`src/sv/mvfb_pkg.sv`:
```
`timescale 1ns / 1ps
// ============================================================================
// mvfb_pkg
// Shared constants, register indexes and types for the motion vector blur.
// ============================================================================
package mvfb_pkg;

   localparam int PIXEL_W   = 32;
   localparam int SHIFT_W   = 8;
   localparam int DIM_CFG_W = 9;
   localparam int CSR_IDX_W = 2;
   localparam int SEL_W     = 2;
   localparam int Q_DEPTH   = 4;

   // per-byte quarter mask after the right shift by two
   localparam logic [PIXEL_W-1:0] QUARTER_MASK = 32'h3f3f3f3f;

   // configuration register indexes
   localparam logic [CSR_IDX_W-1:0] CSR_FRAME_WIDTH  = 2'd0;
   localparam logic [CSR_IDX_W-1:0] CSR_FRAME_HEIGHT = 2'd1;

   // action codes of an input word
   localparam logic ACT_LOAD = 1'b0;
   localparam logic ACT_BLUR = 1'b1;

   // sample selects, issued in this order
   localparam logic [SEL_W-1:0] SEL_LEFT   = 2'd0;
   localparam logic [SEL_W-1:0] SEL_RIGHT  = 2'd1;
   localparam logic [SEL_W-1:0] SEL_ABOVE  = 2'd2;
   localparam logic [SEL_W-1:0] SEL_CENTER = 2'd3;

   typedef struct packed {
      logic is_load;
      logic last;
   } mvfb_tag_type;

   typedef struct packed {
      logic [PIXEL_W-1:0] blurred_pixel;
      logic               last_of_frame;
   } mvfb_rsp_type;

   function automatic logic signed [2:0] sample_dx(input logic [SEL_W-1:0] sel);
      logic signed [2:0] d;
      case (sel)
         SEL_LEFT:  d = -3'sd2;
         SEL_RIGHT: d = 3'sd2;
         default:   d = 3'sd0;
      endcase
      return d;
   endfunction

   function automatic logic signed [2:0] sample_dy(input logic [SEL_W-1:0] sel);
      logic signed [2:0] d;
      case (sel)
         SEL_LEFT:  d = 3'sd1;
         SEL_RIGHT: d = 3'sd1;
         SEL_ABOVE: d = -3'sd2;
         default:   d = 3'sd0;
      endcase
      return d;
   endfunction

endpackage

```
`src/sv/mvfb_queue.sv`:
```
`timescale 1ns / 1ps
// ============================================================================
// mvfb_queue
// Short show-ahead queue between the front and the back.
// ============================================================================
module mvfb_queue #(
   parameter int WIDTH = 8
) (
   input  logic                   clock,
   input  logic                   reset,
   input  logic                   push,
   input  mvfb_pkg::mvfb_tag_type push_tag,
   input  logic [WIDTH-1:0]       push_word,
   input  logic                   pop,
   output mvfb_pkg::mvfb_tag_type head_tag,
   output logic [WIDTH-1:0]       head_word,
   output logic                   empty,
   output logic                   full
);
   import mvfb_pkg::*;

   localparam int QAW = $clog2(Q_DEPTH);

   mvfb_tag_type     tag_ff  [Q_DEPTH];
   logic [WIDTH-1:0] word_ff [Q_DEPTH];
   logic [QAW-1:0]   wr_ptr_ff, rd_ptr_ff;
   logic [QAW:0]     count_ff, count_in;

   assign empty     = (count_ff == '0);
   assign full      = (count_ff == (QAW + 1)'(Q_DEPTH));
   assign head_tag  = tag_ff[rd_ptr_ff];
   assign head_word = word_ff[rd_ptr_ff];

   always_comb begin
      count_in = count_ff;
      if (push && !pop) begin
         count_in = count_ff + 1'b1;
      end else if (pop && !push) begin
         count_in = count_ff - 1'b1;
      end
   end

   always_ff @(posedge clock) begin
      if (push) begin
         tag_ff[wr_ptr_ff]  <= push_tag;
         word_ff[wr_ptr_ff] <= push_word;
      end
   end

   always_ff @(posedge clock) begin
      if (reset) begin
         wr_ptr_ff <= '0;
         rd_ptr_ff <= '0;
         count_ff  <= '0;
      end else begin
         if (push) begin
            wr_ptr_ff <= wr_ptr_ff + 1'b1;
         end
         if (pop) begin
            rd_ptr_ff <= rd_ptr_ff + 1'b1;
         end
         count_ff <= count_in;
      end
   end

   a_no_overfill: assert property (@(posedge clock) disable iff (reset)
      count_ff <= (QAW + 1)'(Q_DEPTH))
      else $error("queue count beyond depth");

   a_no_push_full: assert property (@(posedge clock) disable iff (reset)
      !(push && full && !pop))
      else $error("push into a full queue");

   a_no_pop_empty: assert property (@(posedge clock) disable iff (reset)
      pop |-> !empty)
      else $error("pop from an empty queue");

endmodule

```
`config.mk`:
```
export PLATFORM = sky130hd
export DESIGN_NAME = mvfb_queue
export DESIGN_NICKNAME = d
export VERILOG_FILES = /design/src/sv/mvfb_pkg.sv /design/src/sv/mvfb_queue.sv
export SDC_FILE = /design/constraint.sdc
export NUM_CORES = 1
export LEC_CHECK = 0
export BUFFER_PORTS_ARGS = -buffer_cell sky130_fd_sc_hd__clkbuf_2
export CAP_MARGIN = 15
export CELL_PAD_IN_SITES_DETAIL_PLACEMENT = 1
export CELL_PAD_IN_SITES_GLOBAL_PLACEMENT = 1
export CORE_ASPECT_RATIO = 0.9
export CORE_MARGIN = 2
export CORE_UTILIZATION = 38
export DETAILED_ROUTE_END_ITERATION = 8
export HOLD_SLACK_MARGIN = 0.05
export PLACE_DENSITY = 0.62
export SLEW_MARGIN = 25
export SYNTH_ARGS = -nofsm -noshare
export SYNTH_HDL_FRONTEND = slang
export SYNTH_SLANG_ARGS = --single-unit
```
`constraint.sdc`:
```
create_clock -name clock -period 3.3 [get_ports clock]
set_input_delay 0.66 -clock clock [delete_from_list [all_inputs] [get_ports clock]]
set_output_delay 0.66 -clock clock [all_outputs]
set_load 0.01 [all_outputs]
```
==> run metrics <==
share of final-layout standard cells stronger than drive strength 1 33.33%; required arrival time at the worst endpoint 2.64 ns; Worst-path clk slew 0.08 ns; maximum root-to-sink buffer count 2; CORE AREA 4805 µm²; number of antenna-violating nets in the routed design 0; worst voltage drop across the vdd grid 0.2050 mV; All-Layer GR Usage 12.38%; area of placed instances 2058 µm²; internal power summed over all cells 0.0009238 W; final number of max-transition violations 0; CP Class register to output port; Static Leak 0.7688 nW; post-synthesis area per instance 19.50 µm²; first-pass GRT wire length 5.119 mm; number of endpoints with negative hold slack in the final report 0; post-cts hold buffer count 0; Synth area leaders edfxtp_1 64%, mux4_2 12%, dfxtp_1 9.6%; Via Count 908; Port Buffers 25; vias in the first global route 997; number of buffers inserted during clock tree synthesis 5; height of the chip 70.58 µm; post-layout util 44.64%; total net switching power 0.0002830 W; quantity of gates resized following cts 0; dominant cell type by area after synthesis edfxtp_1; count of different cell masters after synthesis 20; RSZ-0062 raised after global routing no; top-level I/O count 26; length of the first detailed-routing pass in iterations 4; actual slew at the worst max-slew pin 0.6975 ns; area grow syn2layout 14.57%; share of total power in sequential cells 60.9%; final setup violating endpoints 0; routed len/inst 16.35 µm; Rows 24; proportion of total power due to net switching 23.45%; Syn. warnings 0; total of flip-flops plus latches after synthesis 49; crit-path max FO 10; min Tclk post-route 2.468 ns; relative contribution of the clock network to total power 27.5%; clock root buffer master clkbuf_8; Max-cap violations 0; syn_nets 116; WL final 3.122 mm; most common library cells after synthesis 40 x edfxtp_1, 10 x mux4_2, 9 x dfxtp_1; clock tree from TritonCTS done; clock latency at the later pin of the worst-skew pair 0.29 ns; detailed router's first-iteration violation count 53; area enclosed by the die boundary 5504 µm²; final estimated routing congestion in global placement 0.6180; area share of the largest cell type after synthesis 64.17%; arrival time at the worst endpoint 1.81 ns; cell with the most instances after synthesis edfxtp_1; final std cells w/o fill 191; final period utilization 74.78%; number of antenna diodes 0; outcome complete, no violations; post-route design area 2145 µm²; Die W 77.98 µm; Sum Neg Setup Slack 0 ns; gate count after technology mapping 96; largest net degree at the start of global routing 16; class of the tightest hold or removal check register to register; pwr/cell area 562.7 nW/µm²; Max Clock Skew 0.008271 ns; kind of capture point of the worst setup path output port; Starting Density 38.96%; leading register cell type out of synthesis edfxtp_1; DRC violations left 0; # Post-CTS Setup Buffers 0; Rel. slew slack 53.43%; top achievable clock speed 405.2 MHz; combinational cell fraction of total power 11.6%; number of vias per cell 4.754; DPL Wire Length 2.170 mm; CTS H-Tree Depth 2; fraction of the yosys area taken by sequential cells 73.80%; kind of launch point of the worst setup path register; number of sinks handled by clock tree synthesis 49; number of nets at the end of the flow 145; count of flip-flops with a built-in enable after synthesis 40; initial antenna violation count 0; netlist area before placement 1872 µm²; setup ws final 0.8321 ns; count of placed standard cells including taps 183; fraction of synthesis flops using an asynchronous set or reset pin 0%; post-placement worst setup slack 1.080 ns; aggregate global routing overflow 0
-- through the flow --
| stage | hold slack [ns] | total power (W) |
|---|---|---|
| floorplan | 0.4663 | 0.0008344 |
| global placement | 0.4764 | 0.0008839 |
| detailed placement | 0.5200 | 0.0008941 |
| CTS | 0.5469 | 0.001225 |
| global route | 0.5756 | 0.001266 |
| finish | 0.5338 | 0.001207 |
-- area by class of cell --
class	instances	area (µm²)
well taps	65	81.33
clock buffers	5	68.82
clock inverters	3	17.52
fillers	487	2660
multi-input cells	40	455.4
repair buffers	25	125.1
inverters	4	15.01
flip-flops and latches	49	1381
-- worst paths after layout --
kind / cells past startpoint / slack, ns / start / endpoint
worst min-delay path: 2 / 0.53 / count_ff[2]$_SDFFE_PP0P_ / count_ff[2]$_SDFFE_PP0P_
worst max-delay path: 2 / 0.83 / register / head_tag[1]
worst min register to register: 2 / 0.53 / count_ff[2]$_SDFFE_PP0P_ / count_ff[2]$_SDFFE_PP0P_
worst max register to register: 4 / 1.81 / count_ff[0]$_SDFFE_PP0P_ / count_ff[2]$_SDFFE_PP0P_
-- registers in the layout, summed over array words and instances (netlist names), named ones only --
register and flops:
word_ff 32, count_ff 3, tag_ff 8, rd_ptr_ff 2
wr_ptr_ff 2
-- metal layers --
metal | wire [µm] | up-vias | track usage, %
met5 | 0 | - | 0
met4 | 17 | 0 | 4.094
met3 | 123 | 2 | 3.189
met2 | 1609 | 17 | 20.02
met1 | 1372 | 470 | 16.57
li1 | - | 419 | -
-- logic make-up (layout without fill, tap and decap cells) --
| kind of cell | after synthesis | after routing | synth area share (%) |
|---|---|---|---|
| xor gates and xnor gates | 5 | 5 | 2.340 |
| buffers and inverters | 7 | 37 | 1.871 |
| adders and majority gates | 6 | 6 | 4.412 |
| DFF | 49 | 49 | 73.80 |
| and+or+nand+nor | 15 | 15 | 3.944 |
| muxes | 12 | 12 | 13.10 |
| AOI/OAI and AO/OA | 2 | 2 | 0.5342 |
-- placed cells by master, fill, tap and decap left out, drive strengths merged --
| cell | count |
|---|---|
| a21oi | 1 |
| and2 | 4 |
| clkbuf | 30 |
| clkinv | 3 |
| dfxtp | 9 |
| edfxtp | 40 |
| fa | 1 |
| ha | 5 |
| inv | 4 |
| mux2i | 2 |
| mux4 | 10 |
| nand2 | 1 |
| nor2 | 7 |
| nor3 | 1 |
| nor3b | 1 |
| o21ai | 1 |
| or3 | 1 |
| xnor2 | 2 |
| xor2 | 3 |
-- worst max-delay path, cell delays in order, from the launching register on --
cell and delay [ns]:
dfxtp_1 0.78, mux4_2 0.60, clkbuf_2 0.14
-- power by group through the flow --
stage / clock, W / sequential (W) / combinational, W
after detailed placement: 0 / 0.000751 / 0.000143
after floorplan: 0 / 0.000733 / 0.000102
after global placement: 0 / 0.000747 / 0.000136
after global routing: 0.000367 / 0.000742 / 0.000157
after CTS: 0.000344 / 0.000737 / 0.000144
final: 0.000332 / 0.000735 / 0.000140
No activity file was read; power rests on OpenSTA's default activity.
