<file path="src/sv/mvfb_pkg.sv">
`timescale 1ns / 1ps
// ============================================================================
// mvfb_pkg
// Shared constants, register indexes and types for the motion vector blur.
// ============================================================================
package mvfb_pkg;

   localparam int PIXEL_W   = 32;
   localparam int SHIFT_W   = 8;
   localparam int DIM_CFG_W = 9;
   localparam int CSR_IDX_W = 2;
   localparam int SEL_W     = 2;
   localparam int Q_DEPTH   = 4;

   // per-byte quarter mask after the right shift by two
   localparam logic [PIXEL_W-1:0] QUARTER_MASK = 32'h3f3f3f3f;

   // configuration register indexes
   localparam logic [CSR_IDX_W-1:0] CSR_FRAME_WIDTH  = 2'd0;
   localparam logic [CSR_IDX_W-1:0] CSR_FRAME_HEIGHT = 2'd1;

   // action codes of an input word
   localparam logic ACT_LOAD = 1'b0;
   localparam logic ACT_BLUR = 1'b1;

   // sample selects, issued in this order
   localparam logic [SEL_W-1:0] SEL_LEFT   = 2'd0;
   localparam logic [SEL_W-1:0] SEL_RIGHT  = 2'd1;
   localparam logic [SEL_W-1:0] SEL_ABOVE  = 2'd2;
   localparam logic [SEL_W-1:0] SEL_CENTER = 2'd3;

   typedef struct packed {
      logic is_load;
      logic last;
   } mvfb_tag_type;

   typedef struct packed {
      logic [PIXEL_W-1:0] blurred_pixel;
      logic               last_of_frame;
   } mvfb_rsp_type;

   function automatic logic signed [2:0] sample_dx(input logic [SEL_W-1:0] sel);
      logic signed [2:0] d;
      case (sel)
         SEL_LEFT:  d = -3'sd2;
         SEL_RIGHT: d = 3'sd2;
         default:   d = 3'sd0;
      endcase
      return d;
   endfunction

   function automatic logic signed [2:0] sample_dy(input logic [SEL_W-1:0] sel);
      logic signed [2:0] d;
      case (sel)
         SEL_LEFT:  d = 3'sd1;
         SEL_RIGHT: d = 3'sd1;
         SEL_ABOVE: d = -3'sd2;
         default:   d = 3'sd0;
      endcase
      return d;
   endfunction

endpackage

</file>
<file path="src/sv/mvfb_front.sv">
`timescale 1ns / 1ps
// ============================================================================
// mvfb_front
// Accepts words, tracks load and blur positions, and forms queue entries.
// ============================================================================
module mvfb_front #(
   parameter int MAX_WIDTH  = 256,
   parameter int MAX_HEIGHT = 256,
   localparam int CW    = $clog2(MAX_WIDTH),
   localparam int RW    = $clog2(MAX_HEIGHT),
   localparam int WW    = $clog2(MAX_WIDTH + 1),
   localparam int HW    = $clog2(MAX_HEIGHT + 1),
   localparam int DEPTH = MAX_WIDTH * MAX_HEIGHT,
   localparam int AW    = $clog2(DEPTH),
   localparam int TW    = $clog2(DEPTH + 1),
   localparam int XW    = ((CW > mvfb_pkg::SHIFT_W) ? CW : mvfb_pkg::SHIFT_W) + 2,
   localparam int YW    = ((RW > mvfb_pkg::SHIFT_W) ? RW : mvfb_pkg::SHIFT_W) + 2
) (
   input  logic                                 clock,
   input  logic                                 reset,
   input  logic                                 start,
   output logic                                 busy,
   input  logic                                 req_action,
   input  logic [mvfb_pkg::PIXEL_W-1:0]         req_source_pixel,
   input  logic signed [mvfb_pkg::SHIFT_W-1:0]  req_shift_x,
   input  logic signed [mvfb_pkg::SHIFT_W-1:0]  req_shift_y,
   input  logic [WW-1:0]                        w_eff,
   input  logic [HW-1:0]                        h_eff,
   input  logic [TW-1:0]                        total,
   input  logic                                 cfg_settle,
   input  logic                                 q_full,
   output logic                                 push,
   output mvfb_pkg::mvfb_tag_type               push_tag,
   output logic [mvfb_pkg::PIXEL_W-1:0]         push_data,
   output logic [AW-1:0]                        push_addr,
   output logic signed [XW-1:0]                 push_x,
   output logic signed [YW-1:0]                 push_y
);
   import mvfb_pkg::*;

   logic [AW-1:0] load_pos_ff, load_pos_in, load_cur;
   logic [CW-1:0] col_ff, col_in, col_cur;
   logic [RW-1:0] row_ff, row_in, row_cur;
   logic          restart, at_last_col, at_last_row, accept;

   assign busy   = q_full || cfg_settle;
   assign accept = start && !busy;
   assign push   = accept;

   // restart the load walk when the frame shrank under it, wrap after the end
   always_comb begin
      load_cur = (32'(load_pos_ff) >= 32'(total)) ? '0 : load_pos_ff;
      if ((32'(load_cur) + 32'd1) >= 32'(total)) begin
         load_pos_in = '0;
      end else begin
         load_pos_in = load_cur + 1'b1;
      end
   end

   // blur walk: restart at the origin when outside the frame in use
   always_comb begin
      restart     = (32'(col_ff) >= 32'(w_eff)) || (32'(row_ff) >= 32'(h_eff));
      col_cur     = restart ? '0 : col_ff;
      row_cur     = restart ? '0 : row_ff;
      at_last_col = (32'(col_cur) == (32'(w_eff) - 32'd1));
      at_last_row = (32'(row_cur) == (32'(h_eff) - 32'd1));
      if (at_last_col) begin
         col_in = '0;
         row_in = at_last_row ? '0 : row_cur + 1'b1;
      end else begin
         col_in = col_cur + 1'b1;
         row_in = row_cur;
      end
   end

   assign push_tag.is_load = (req_action == ACT_LOAD);
   assign push_tag.last    = at_last_col && at_last_row;
   assign push_data        = req_source_pixel;
   assign push_addr        = load_cur;
   assign push_x = $signed({{(XW - CW){1'b0}}, col_cur})
                 + $signed({{(XW - SHIFT_W){req_shift_x[SHIFT_W-1]}}, req_shift_x});
   assign push_y = $signed({{(YW - RW){1'b0}}, row_cur})
                 + $signed({{(YW - SHIFT_W){req_shift_y[SHIFT_W-1]}}, req_shift_y});

   always_ff @(posedge clock) begin
      if (reset) begin
         load_pos_ff <= '0;
         col_ff      <= '0;
         row_ff      <= '0;
      end else if (accept) begin
         if (req_action == ACT_LOAD) begin
            load_pos_ff <= load_pos_in;
         end else begin
            col_ff <= col_in;
            row_ff <= row_in;
         end
      end
   end

endmodule

</file>
<file path="config.mk">
export PLATFORM = sky130hd
export DESIGN_NAME = mvfb_front
export DESIGN_NICKNAME = d
export VERILOG_FILES = /design/src/sv/mvfb_pkg.sv /design/src/sv/mvfb_front.sv
export SDC_FILE = /design/constraint.sdc
export NUM_CORES = 1
export LEC_CHECK = 0
export BUFFER_PORTS_ARGS = -buffer_cell sky130_fd_sc_hd__buf_4
export CAP_MARGIN = 20
export CORE_UTILIZATION = 57
export CTS_CLUSTER_SIZE = 30
export DETAILED_ROUTE_END_ITERATION = 7
export PLACE_DENSITY = 0.91
export SKIP_LAST_GASP = 1
export SYNTH_ARGS = -nofsm -noshare
export SYNTH_HDL_FRONTEND = slang
export SYNTH_SLANG_ARGS = --single-unit
</file>
<file path="constraint.sdc">
create_clock -name clock -period 12.5 [get_ports clock]
set_clock_uncertainty 0.2 [all_clocks]
set_input_delay 0 -clock clock [delete_from_list [all_inputs] [get_ports clock]]
set_output_delay 0 -clock clock [all_outputs]
set_load 0.02 [all_outputs]
</file>
==> impl_metrics.tcl, run 1 <==
set metrics [dict create \
    outcome "finished clean" \
    pin_count 161 \
    synth_ff_type "dfxtp_1" \
    whs_ps 80.9 \
    cp_max_fo 19 \
    dieArea_um2 8880 \
    ys_seq_elements 32 \
    numCtsBuffers 5 \
    max_stage_delay_ps 490 \
    yosys.area_share.xor_xnor 0.0910 \
    rsz0062_at_grt "false" \
    synth_cell_types 68 \
    post_cts_buffers 0 \
    cp-end-kind "register" \
    ys_warn_count 0 \
    area_growth_pct 19.8 \
    crit_start "load_pos_ff[6]" \
    drt-initial-drc-count 316 \
    drt_wl_total_um 13300 \
    place.gp.congestion 0.917 \
    clkLatencyLatePin_ps 290 \
    clockBufferDepth 2 \
    multiInputGateArea_um2 3640 \
    yosys-mux-area-fraction 0.00413 \
    power_density_nw_per_um2 52.3 \
    grt_pass1_wl_um 21600 \
    syn_inst 662 \
    cts_tree "yes" \
    p_leak_uw 0.00276 \
    routed_via_density 6.04 \
    num_antenna_cells 0 \
    slowest_stage "or4_1" \
    core_um2 8220 \
    yosys-top-cells-count "ha_1 (72), inv_1 (62), nor2_1 (61), nand2_1 (51), a21oi_1 (41)" \
    die_h_um 94.3 \
    first_global_vias 4927 \
    min_period_ps 6580 \
    critPathBufInv 2 \
    numPortBuffers 96 \
    syn_avg_cell_area_um2 7.33 \
    worstSetupPathType "reg2reg" \
    fmax_ghz 0.152 \
    setup-violations-final 0 \
    cts-root-buf "clkbuf_8" \
    post-route-period-util 0.526 \
    first_pass_iters 5 \
    ir_drop_mv 0.0319 \
    fin_ws_ps 5920 \
    startpoint_type "register" \
    drc 0 \
    synth_area_leaders "ha_1 (19%), dfxtp_1 (13%), xnor2_1 (6.9%)" \
    synth_area_um2 4850 \
    synth_fa_ha_area_frac 0.194 \
    nets 909 \
    place_hpwl_um 10100 \
    grt_max_degree 32 \
    wl_per_cell_um 15.6 \
    rows 33 \
    dr_total_vias 5144 \
    htreeDepth 2 \
    final-seq-area_um2 641 \
    cts_sinks 32 \
    crit_family "compound AO/OA/AOI/OAI gates" \
    hp-start "start" \
    async_reset_ff_frac 0 \
    hold_path.class "in2reg" \
    relSlewSlack 0.482 \
    cp.required_ps 12500 \
    start_util 0.590 \
    synth.most_common_cell "ha_1" \
    yosysTopAreaCell "ha_1" \
    reg2reg_from "load_pos_ff[6]" \
    fill_cells 676 \
    critPathArrivalTime_ps 6580 \
    globalRoute.totalOverflow 0 \
    detail-route-antenna-nets 0 \
    yosys.area_share.simple 0.255 \
    total_power_uw 304 \
    antenna_found_initial 0 \
    grt_use_total 0.301 \
    slew_violations 0 \
    die_w_um 94.3 \
    hold_viol 0 \
    worst_pin_slew_ps 776 \
    synth_nets 825 \
    synth.top_cell.area_share 0.186 \
    synth_compound_area_frac 0.207 \
    clkSlewWorstSetupHoldPaths_ps 70 \
    synth_edf_count 0 \
    pre_cts_ws_ps 6040 \
    tns_ps 0 \
    maxCapViolations 0 \
    drive_gt1_frac 0.158 \
    synth.yosys.seq_area_share 0.132 \
    synth_top_family_by_area "simple AND/OR/NAND/NOR gates" \
]
-- cells by family (layout without fill, tap and decap cells) --
kind of cell | Yosys count | after routing
adder cells (fa/ha/maj) | 74 | 74
AO/OA/AOI/OAI | 151 | 151
buffers and inverters | 117 | 202
AND/OR/NAND/NOR | 238 | 238
XOR/XNOR | 48 | 48
flip-flops | 32 | 32
multiplexers | 2 | 2
-- sequential cells by signal, summed over array words and instances, names as in the netlist --
name,flops
load_pos_ff,16
col_ff,8
row_ff,8
-- cell type report --
class,instances,area share
clock buffers,6,0.0142
clock inverters,2,0.00172
inverters,63,0.0407
multi-input cells,513,0.627
flip-flops and latches,32,0.110
well taps,105,0.0226
repair buffers,131,0.183
-- placed cells by master (no fill, tap or decap), types with 20 or more instances in the layout --
cell type       n
buf_4          98
ha_1           72
inv_1          62
nor2_1         61
nand2_1        51
a21oi_1        41
xnor2_1        38
dlygate4sd3_1  33
dfxtp_1        32
and2_1         26
nand3_1        23
o21ai_0        20
-- worst min-delay path: stages --
cell and delay [ps]:
buf_4 90, and3_1 300, a311oi_1 130
-- final timing paths --
path,depth (start not counted),slack (ps),to
setup / recovery,26,5920,load_pos_ff[10]
hold / removal,3,80,load_pos_ff[8]
setup reg to reg,26,5920,load_pos_ff[10]
hold reg to reg,2,340,row_ff[7]
-- timing repair --
item                                   4_1_cts  5_1_grt
endpoints found under the hold margin       54        0
hold buffers                                33        0
gates resized for setup                      0        0
-- through the flow --
stage | std cells | utilization | instance area (µm²)
2_1_floorplan | 662 | - | 4850
3_5_place_dp | 811 | 0.656 | 5390
4_1_cts | 852 | 0.707 | 5810
6_report | 852 | 0.707 | 5810
3_3_place_gp | 811 | 0.656 | 5390
5_1_grt | 852 | 0.707 | 5810
-- layer usage --
layer	wire [µm]	vias to the layer above	GRT usage
li1	-	2483	-
met1	5400	2378	0.347
met2	6660	248	0.536
met3	924	35	0.0494
met4	334	0	0.144
met5	0	-	0
-- power by group --
part	internal, µW	total, µW	leakage (µW)	switching, µW
sequential	103	107	0.000258	3.28
combinational	51.1	113	0.00245	61.8
clock	43.9	84.5	0.0000510	40.5
total	198	304	0.00276	106
No activity file was read; power rests on OpenSTA's default activity.
==> run 2: changes to the inputs <==
- ABC_AREA: default -> 1
- CORE_UTILIZATION: 57 -> 53
- PLACE_DENSITY: 0.91 -> 0.84
- clock period: 12.5 -> 6.46 ns (I/O delays scaled with it)
==> impl_metrics.tcl, run 2 <==
set metrics [dict create \
    slew_violations 0 \
    seqPwrFrac 0.364 \
    place.gp.congestion 0.960 \
    tns_ps 0 \
    startpoint_type "register" \
    cts_sinks 32 \
    switchingPower_uw 184 \
    dieArea_um2 10100 \
    holdBufCountCts 33 \
    fin_area_um2 6160 \
    post-route-period-util 0.805 \
    p_leak_uw 0.00342 \
    relSlewSlack 0.547 \
    synth.top_cell.area_share 0.175 \
    synth_fa_ha_area_frac 0.183 \
    pin_count 161 \
    power_density_nw_per_um2 88.5 \
    yosys-mux-area-fraction 0 \
    fin_ws_ps 1260 \
    grt_max_degree 33 \
    ys_warn_count 0 \
    use_met2 0.469 \
    maxCapViolations 0 \
    wl_per_cell_um 12.6 \
    synth_top_family_by_area "simple AND/OR/NAND/NOR gates" \
    grt_use_met3 0.0388 \
    synth_ff_type "dfxtp_1" \
    ys_seq_elements 32 \
    num_antenna_cells 0 \
    synth_cell_types 40 \
    async_reset_ff_frac 0 \
    drt_wl_total_um 13500 \
    dr_total_vias 5557 \
    min_period_ps 5200 \
    nets 1105 \
    start_util 0.551 \
    synth_compound_area_frac 0.101 \
    crit_start "load_pos_ff[3]" \
    syn_inst 846 \
    cts_tree "yes" \
    slowest_stage "nor2_1" \
    synth.most_common_cell "nand2_1" \
    fmax_ghz 0.192 \
    pre_cts_ws_ps 1490 \
    reg2reg_from "load_pos_ff[3]" \
    setup-violations-final 0 \
    yosys.area_share.xor_xnor 0.0560 \
    critPathArrivalTime_ps 5220 \
    grt.busiest_layer "met2" \
    hp-start "req_action" \
    first_pass_iters 5 \
    rsz0062_at_grt "false" \
    cts_resized 0 \
    die_w_um 100 \
    ir_drop_mv 0.0593 \
    area_growth_pct 19.8 \
    crit_family "simple AND/OR/NAND/NOR gates" \
    p_sw_frac 0.338 \
    cp.required_ps 6480 \
    clkPwrFrac 0.307 \
    combPwrFrac 0.329 \
    outcome "finished clean" \
    detail-route-antenna-nets 0 \
    critPathBufInv 2 \
    synth_edf_count 0 \
    largest_reg_flops 16 \
    reg.largest.list "load_pos_ff x16, col_ff x8, row_ff x8" \
    yosys.area_share.simple 0.373 \
    clkLatencyLatePin_ps 290 \
    cp_max_fo 16 \
    max_stage_delay_ps 480 \
    numCtsBuffers 5 \
    postPlaceCellArea_um2 5730 \
    hold_viol 0 \
    drt-initial-drc-count 249 \
    yosys-top-cells-count "nand2_1 (215), inv_1 (140), nand3_1 (78), ha_1 (72), nor2_1 (70)" \
    clkSlewWorstSetupHoldPaths_ps 70 \
    core_um2 9330 \
    gr-usage-met1 0.358 \
    synth_area_leaders "ha_1 (18%), nand2_1 (16%), dfxtp_1 (12%)" \
    grt_pass1_wl_um 22400 \
    hold_path.class "in2reg" \
    final_cell_mix "nand2_1 (215), inv_1 (140), buf_4 (97)" \
    worst_pin_slew_ps 677 \
    yosysTopAreaCell "ha_1" \
    synth_nets 1009 \
    cp-end-kind "register" \
    cts-root-buf "clkbuf_8" \
    regMostFlops "load_pos_ff" \
    antenna_found_initial 0 \
    place_hpwl_um 10900 \
    numPortBuffers 96 \
    drc 0 \
    syn_avg_cell_area_um2 6.07 \
    layout_commonest_cell "nand2_1" \
    worstSetupPathType "reg2reg" \
    die_h_um 100 \
    crit_chain "ha_1, nand2_1, nor2_1, nand2_1, nor2_1, a211oi_4, nand2_4, nor2_1, ha_1, inv_1, nor3_1, nand3_1, nor4_1, ha_1, a21oi_1, o21ai_0, a21oi_1, nand4_1, nor2_1, buf_4, nand3_1, a21oi_1" \
    drive_gt1_frac 0.141 \
    post_cts_buffers 0 \
    intPower_uw 361 \
    synth.yosys.seq_area_share 0.125 \
    rows 35 \
    grt_use_total 0.271 \
    clockBufferDepth 2 \
    globalRoute.totalOverflow 0 \
    synth_area_um2 5140 \
    htreeDepth 2 \
    critPathMostFrequentCell "nor2_1" \
    first_global_vias 5078 \
    routed_via_density 5.18 \
]
run 2: changes by cell type in the layout (fill, tap and decap cells not counted), moves of 13 or more:
cell,previous run,this run
a21oi_1,41,62
xor2_1,8,25
nand2_1,51,215
and3_1,14,1
inv_1,62,140
xnor2_1,38,6
nand3_1,23,78
and2_1,26,6
run 2: cell families (layout without fill, tap and decap cells):
family,count (synthesis),after routing
DFF,32,32
xor gates and xnor gates,32,32
and+or+nand+nor,428,428
AOI/OAI and AO/OA,95,95
adders and majority gates,74,74
buffers and inverters,185,282
run 2: final timing paths:
path / slack, ps / endpoint / cells after the start
max: 1260 / load_pos_ff[7] / 22
min: 50 / row_ff[0] / 5
max reg2reg: 1260 / load_pos_ff[7] / 22
min reg2reg: 290 / load_pos_ff[5] / 2
run 2: tightest hold or removal path, delay by kind of cell:
| family | cells | cell delay, ps |
|---|---|---|
| AND/OR/NAND/NOR | 2 | 220 |
| buffers and inverters | 2 | 210 |
| AO/OA/AOI/OAI | 1 | 90 |
run 2: area by class of cell:
cell class / count / area, µm²
repair buffers: 130 / 1060
clock buffers: 6 / 82.6
inverters: 144 / 541
clock inverters: 2 / 10.0
well taps: 129 / 161
multi-input cells: 629 / 3660
fillers: 900 / 3170
flip-flops and latches: 32 / 641
run 2: power groups by stage:
stage,Combinational (µW),Clock [µW],Sequential (µW)
floorplan,114,0,203
global placement,146,0,203
detailed placement,147,0,203
CTS,179,169,198
global route,199,176,198
finish,179,167,198
run 2: per-stage QoR:
stage	hold WS, ps	instances	total power (µW)	util
finish	47.7	1072	545	0.660
global route	112	1072	573	0.660
CTS	56.4	1072	546	0.660
detailed placement	-200	1031	350	0.615
global placement	-200	1031	349	0.615
floorplan	-131	846	317	-
run 2: per-layer routing:
metal	wire [µm]	up-vias	share of wire
met4	207	0	0.015
met5	0	-	0
met2	6190	244	0.46
met3	1020	26	0.075
li1	-	2878	-
met1	6130	2409	0.45
==> run 3: changes to the inputs <==
- clock period: 6.46 -> 5.4 ns (I/O delays scaled with it)
==> impl_metrics.tcl, run 3 (synthesized netlist as in run 2, its figures left out) <==
set metrics [dict create \
    pin_count 161 \
    post_cts_buffers 0 \
    place_hpwl_um 11100 \
    reg2reg_slack_ps 590 \
    globalRoute.totalOverflow 0 \
    numPortBuffers 96 \
    crit_chain "ha_1, nand2_1, inv_1, o21bai_1, nand2_1, a211oi_4, nand2_4, nor2_1, ha_1, inv_1, nor3_2, nand3_1, and2_1, ha_1, nand4_1, inv_1, nand4_1, or3_1, nand4_1, nor2_1, buf_4, nand3_1, a21oi_1" \
    detail-route-antenna-nets 0 \
    max_stage_delay_ps 500 \
    power_density_nw_per_um2 106 \
    clockBufferDepth 2 \
    grt_pass1_wl_um 22300 \
    grt_use_total 0.273 \
    regMostFlops "load_pos_ff" \
    final_cell_mix "nand2_1 (215), inv_1 (140), buf_4 (97)" \
    ir_drop_mv 0.0679 \
    critPathBufInv 4 \
    core_um2 9330 \
    post-route-period-util 0.892 \
    cp.required_ps 5370 \
    worstSetupPathType "reg2reg" \
    drive_gt1_frac 0.139 \
    hold_path.class "in2reg" \
    first_global_vias 4946 \
    min_to "row_ff[0]" \
    htreeDepth 2 \
    wl_per_cell_um 12.8 \
    worst_pin_slew_ps 658 \
    gr-usage-met1 0.354 \
    worstHoldPathCells 5 \
    numCtsBuffers 5 \
    drt_wl_total_um 13700 \
    hold_viol 0 \
    final_cells 1072 \
    crit_family "simple AND/OR/NAND/NOR gates" \
    rsz0062_at_grt "false" \
    grt_max_degree 33 \
    clkSlewWorstSetupHoldPaths_ps 70 \
    fill_cells 884 \
    outcome "finished clean" \
    nets 1105 \
    grt.busiest_layer "met2" \
    start_util 0.551 \
    cts_tree "yes" \
    hp-start "req_action" \
    grt_use_met3 0.0361 \
    r2r-end "load_pos_ff[12]" \
    critPathArrivalTime_ps 4780 \
    reg.largest.list "load_pos_ff x16, col_ff x8, row_ff x8" \
    slowest_stage "a211oi_4" \
    largest_reg_flops 16 \
    clkLatencyLatePin_ps 290 \
    antenna_found_initial 0 \
    slew_violations 0 \
    startpoint_type "register" \
    drt-initial-drc-count 264 \
    cp-end-kind "register" \
    tns_ps 0 \
    p_leak_uw 0.00341 \
    dr_total_vias 5543 \
    setup-violations-final 0 \
    die_h_um 100 \
    relSlewSlack 0.560 \
    routed_via_density 5.17 \
    area_growth_pct 19.8 \
    place.gp.congestion 1.00 \
    reg2regPathDepth 23 \
    num_antenna_cells 0 \
    reg2reg_from "load_pos_ff[10]" \
    drc 0 \
    rows 35 \
    post-place-cells 1031 \
    cts-root-buf "clkbuf_8" \
    cts_sinks 32 \
    first_pass_iters 5 \
    dieArea_um2 10100 \
    fin_area_um2 6150 \
    maxCapViolations 0 \
    die_w_um 100 \
    postPlaceCellArea_um2 5730 \
    cp_max_fo 16 \
    layout_commonest_cell "nand2_1" \
    use_met2 0.472 \
    fmax_ghz 0.208 \
    min_period_ps 4810 \
]
run 3: cell count changes in the layout (fill, tap and decap cells not counted), sizes merged:
cell    previous run  this run
clkinv             2         0
clkbuf             6         8
run 3: metal layers:
layer  vias up  wire [µm]
li1       2885          -
met1      2434       6210
met2       196       6370
met3        28        816
met4         0        279
met5         -          0
run 3: final cells by class:
cell class | count | area (µm²) | share of cell area
multi-input cells | 629 | 3660 | 0.595
repair buffers | 130 | 1060 | 0.172
flip-flops and latches | 32 | 641 | 0.104
inverters | 144 | 541 | 0.0878
well taps | 129 | 161 | 0.0262
clock buffers | 8 | 90.1 | 0.0146
run 3: worst max-delay path by stage:
stage	start	endpoint	slack, ps	depth (start not counted)
floorplan	load_pos_ff[10]	load_pos_ff[0]	870	23
global placement	load_pos_ff[3]	load_pos_ff[12]	820	22
detailed placement	load_pos_ff[10]	load_pos_ff[12]	730	23
CTS	load_pos_ff[10]	load_pos_ff[12]	680	23
global route	load_pos_ff[10]	load_pos_ff[10]	130	23
finish	load_pos_ff[10]	load_pos_ff[12]	590	23
run 3: timing repair:
item / 4_1_cts / 5_1_grt
endpoints found under the hold margin: 63 / 0
hold buffers: 33 / 0
resized for setup: 0 / 0
run 3: report_power, final:
| part | total [µW] | switching, µW | internal [µW] |
|---|---|---|---|
| Combinational | 214 | 121 | 92.9 |
| Sequential | 238 | 0.833 | 237 |
| Clock | 199 | 95.2 | 104 |
| Total | 650 | 217 | 434 |
run 3: stage by stage:
step	hold WS (ps)	utilization	worst slack (ps)	total power, µW
floorplan	-131	-	868	380
global placement	-200	0.615	820	417
detailed placement	-200	0.615	727	419
CTS	68.9	0.660	682	653
global route	99.2	0.660	130	686
finish	60.1	0.660	586	650
run 3: tightest hold or removal path, cell delays in order:
cell and delay [ps]:
buf_4 110, inv_1 110, nor2_1 120, nand2_1 80, o21a_1 100
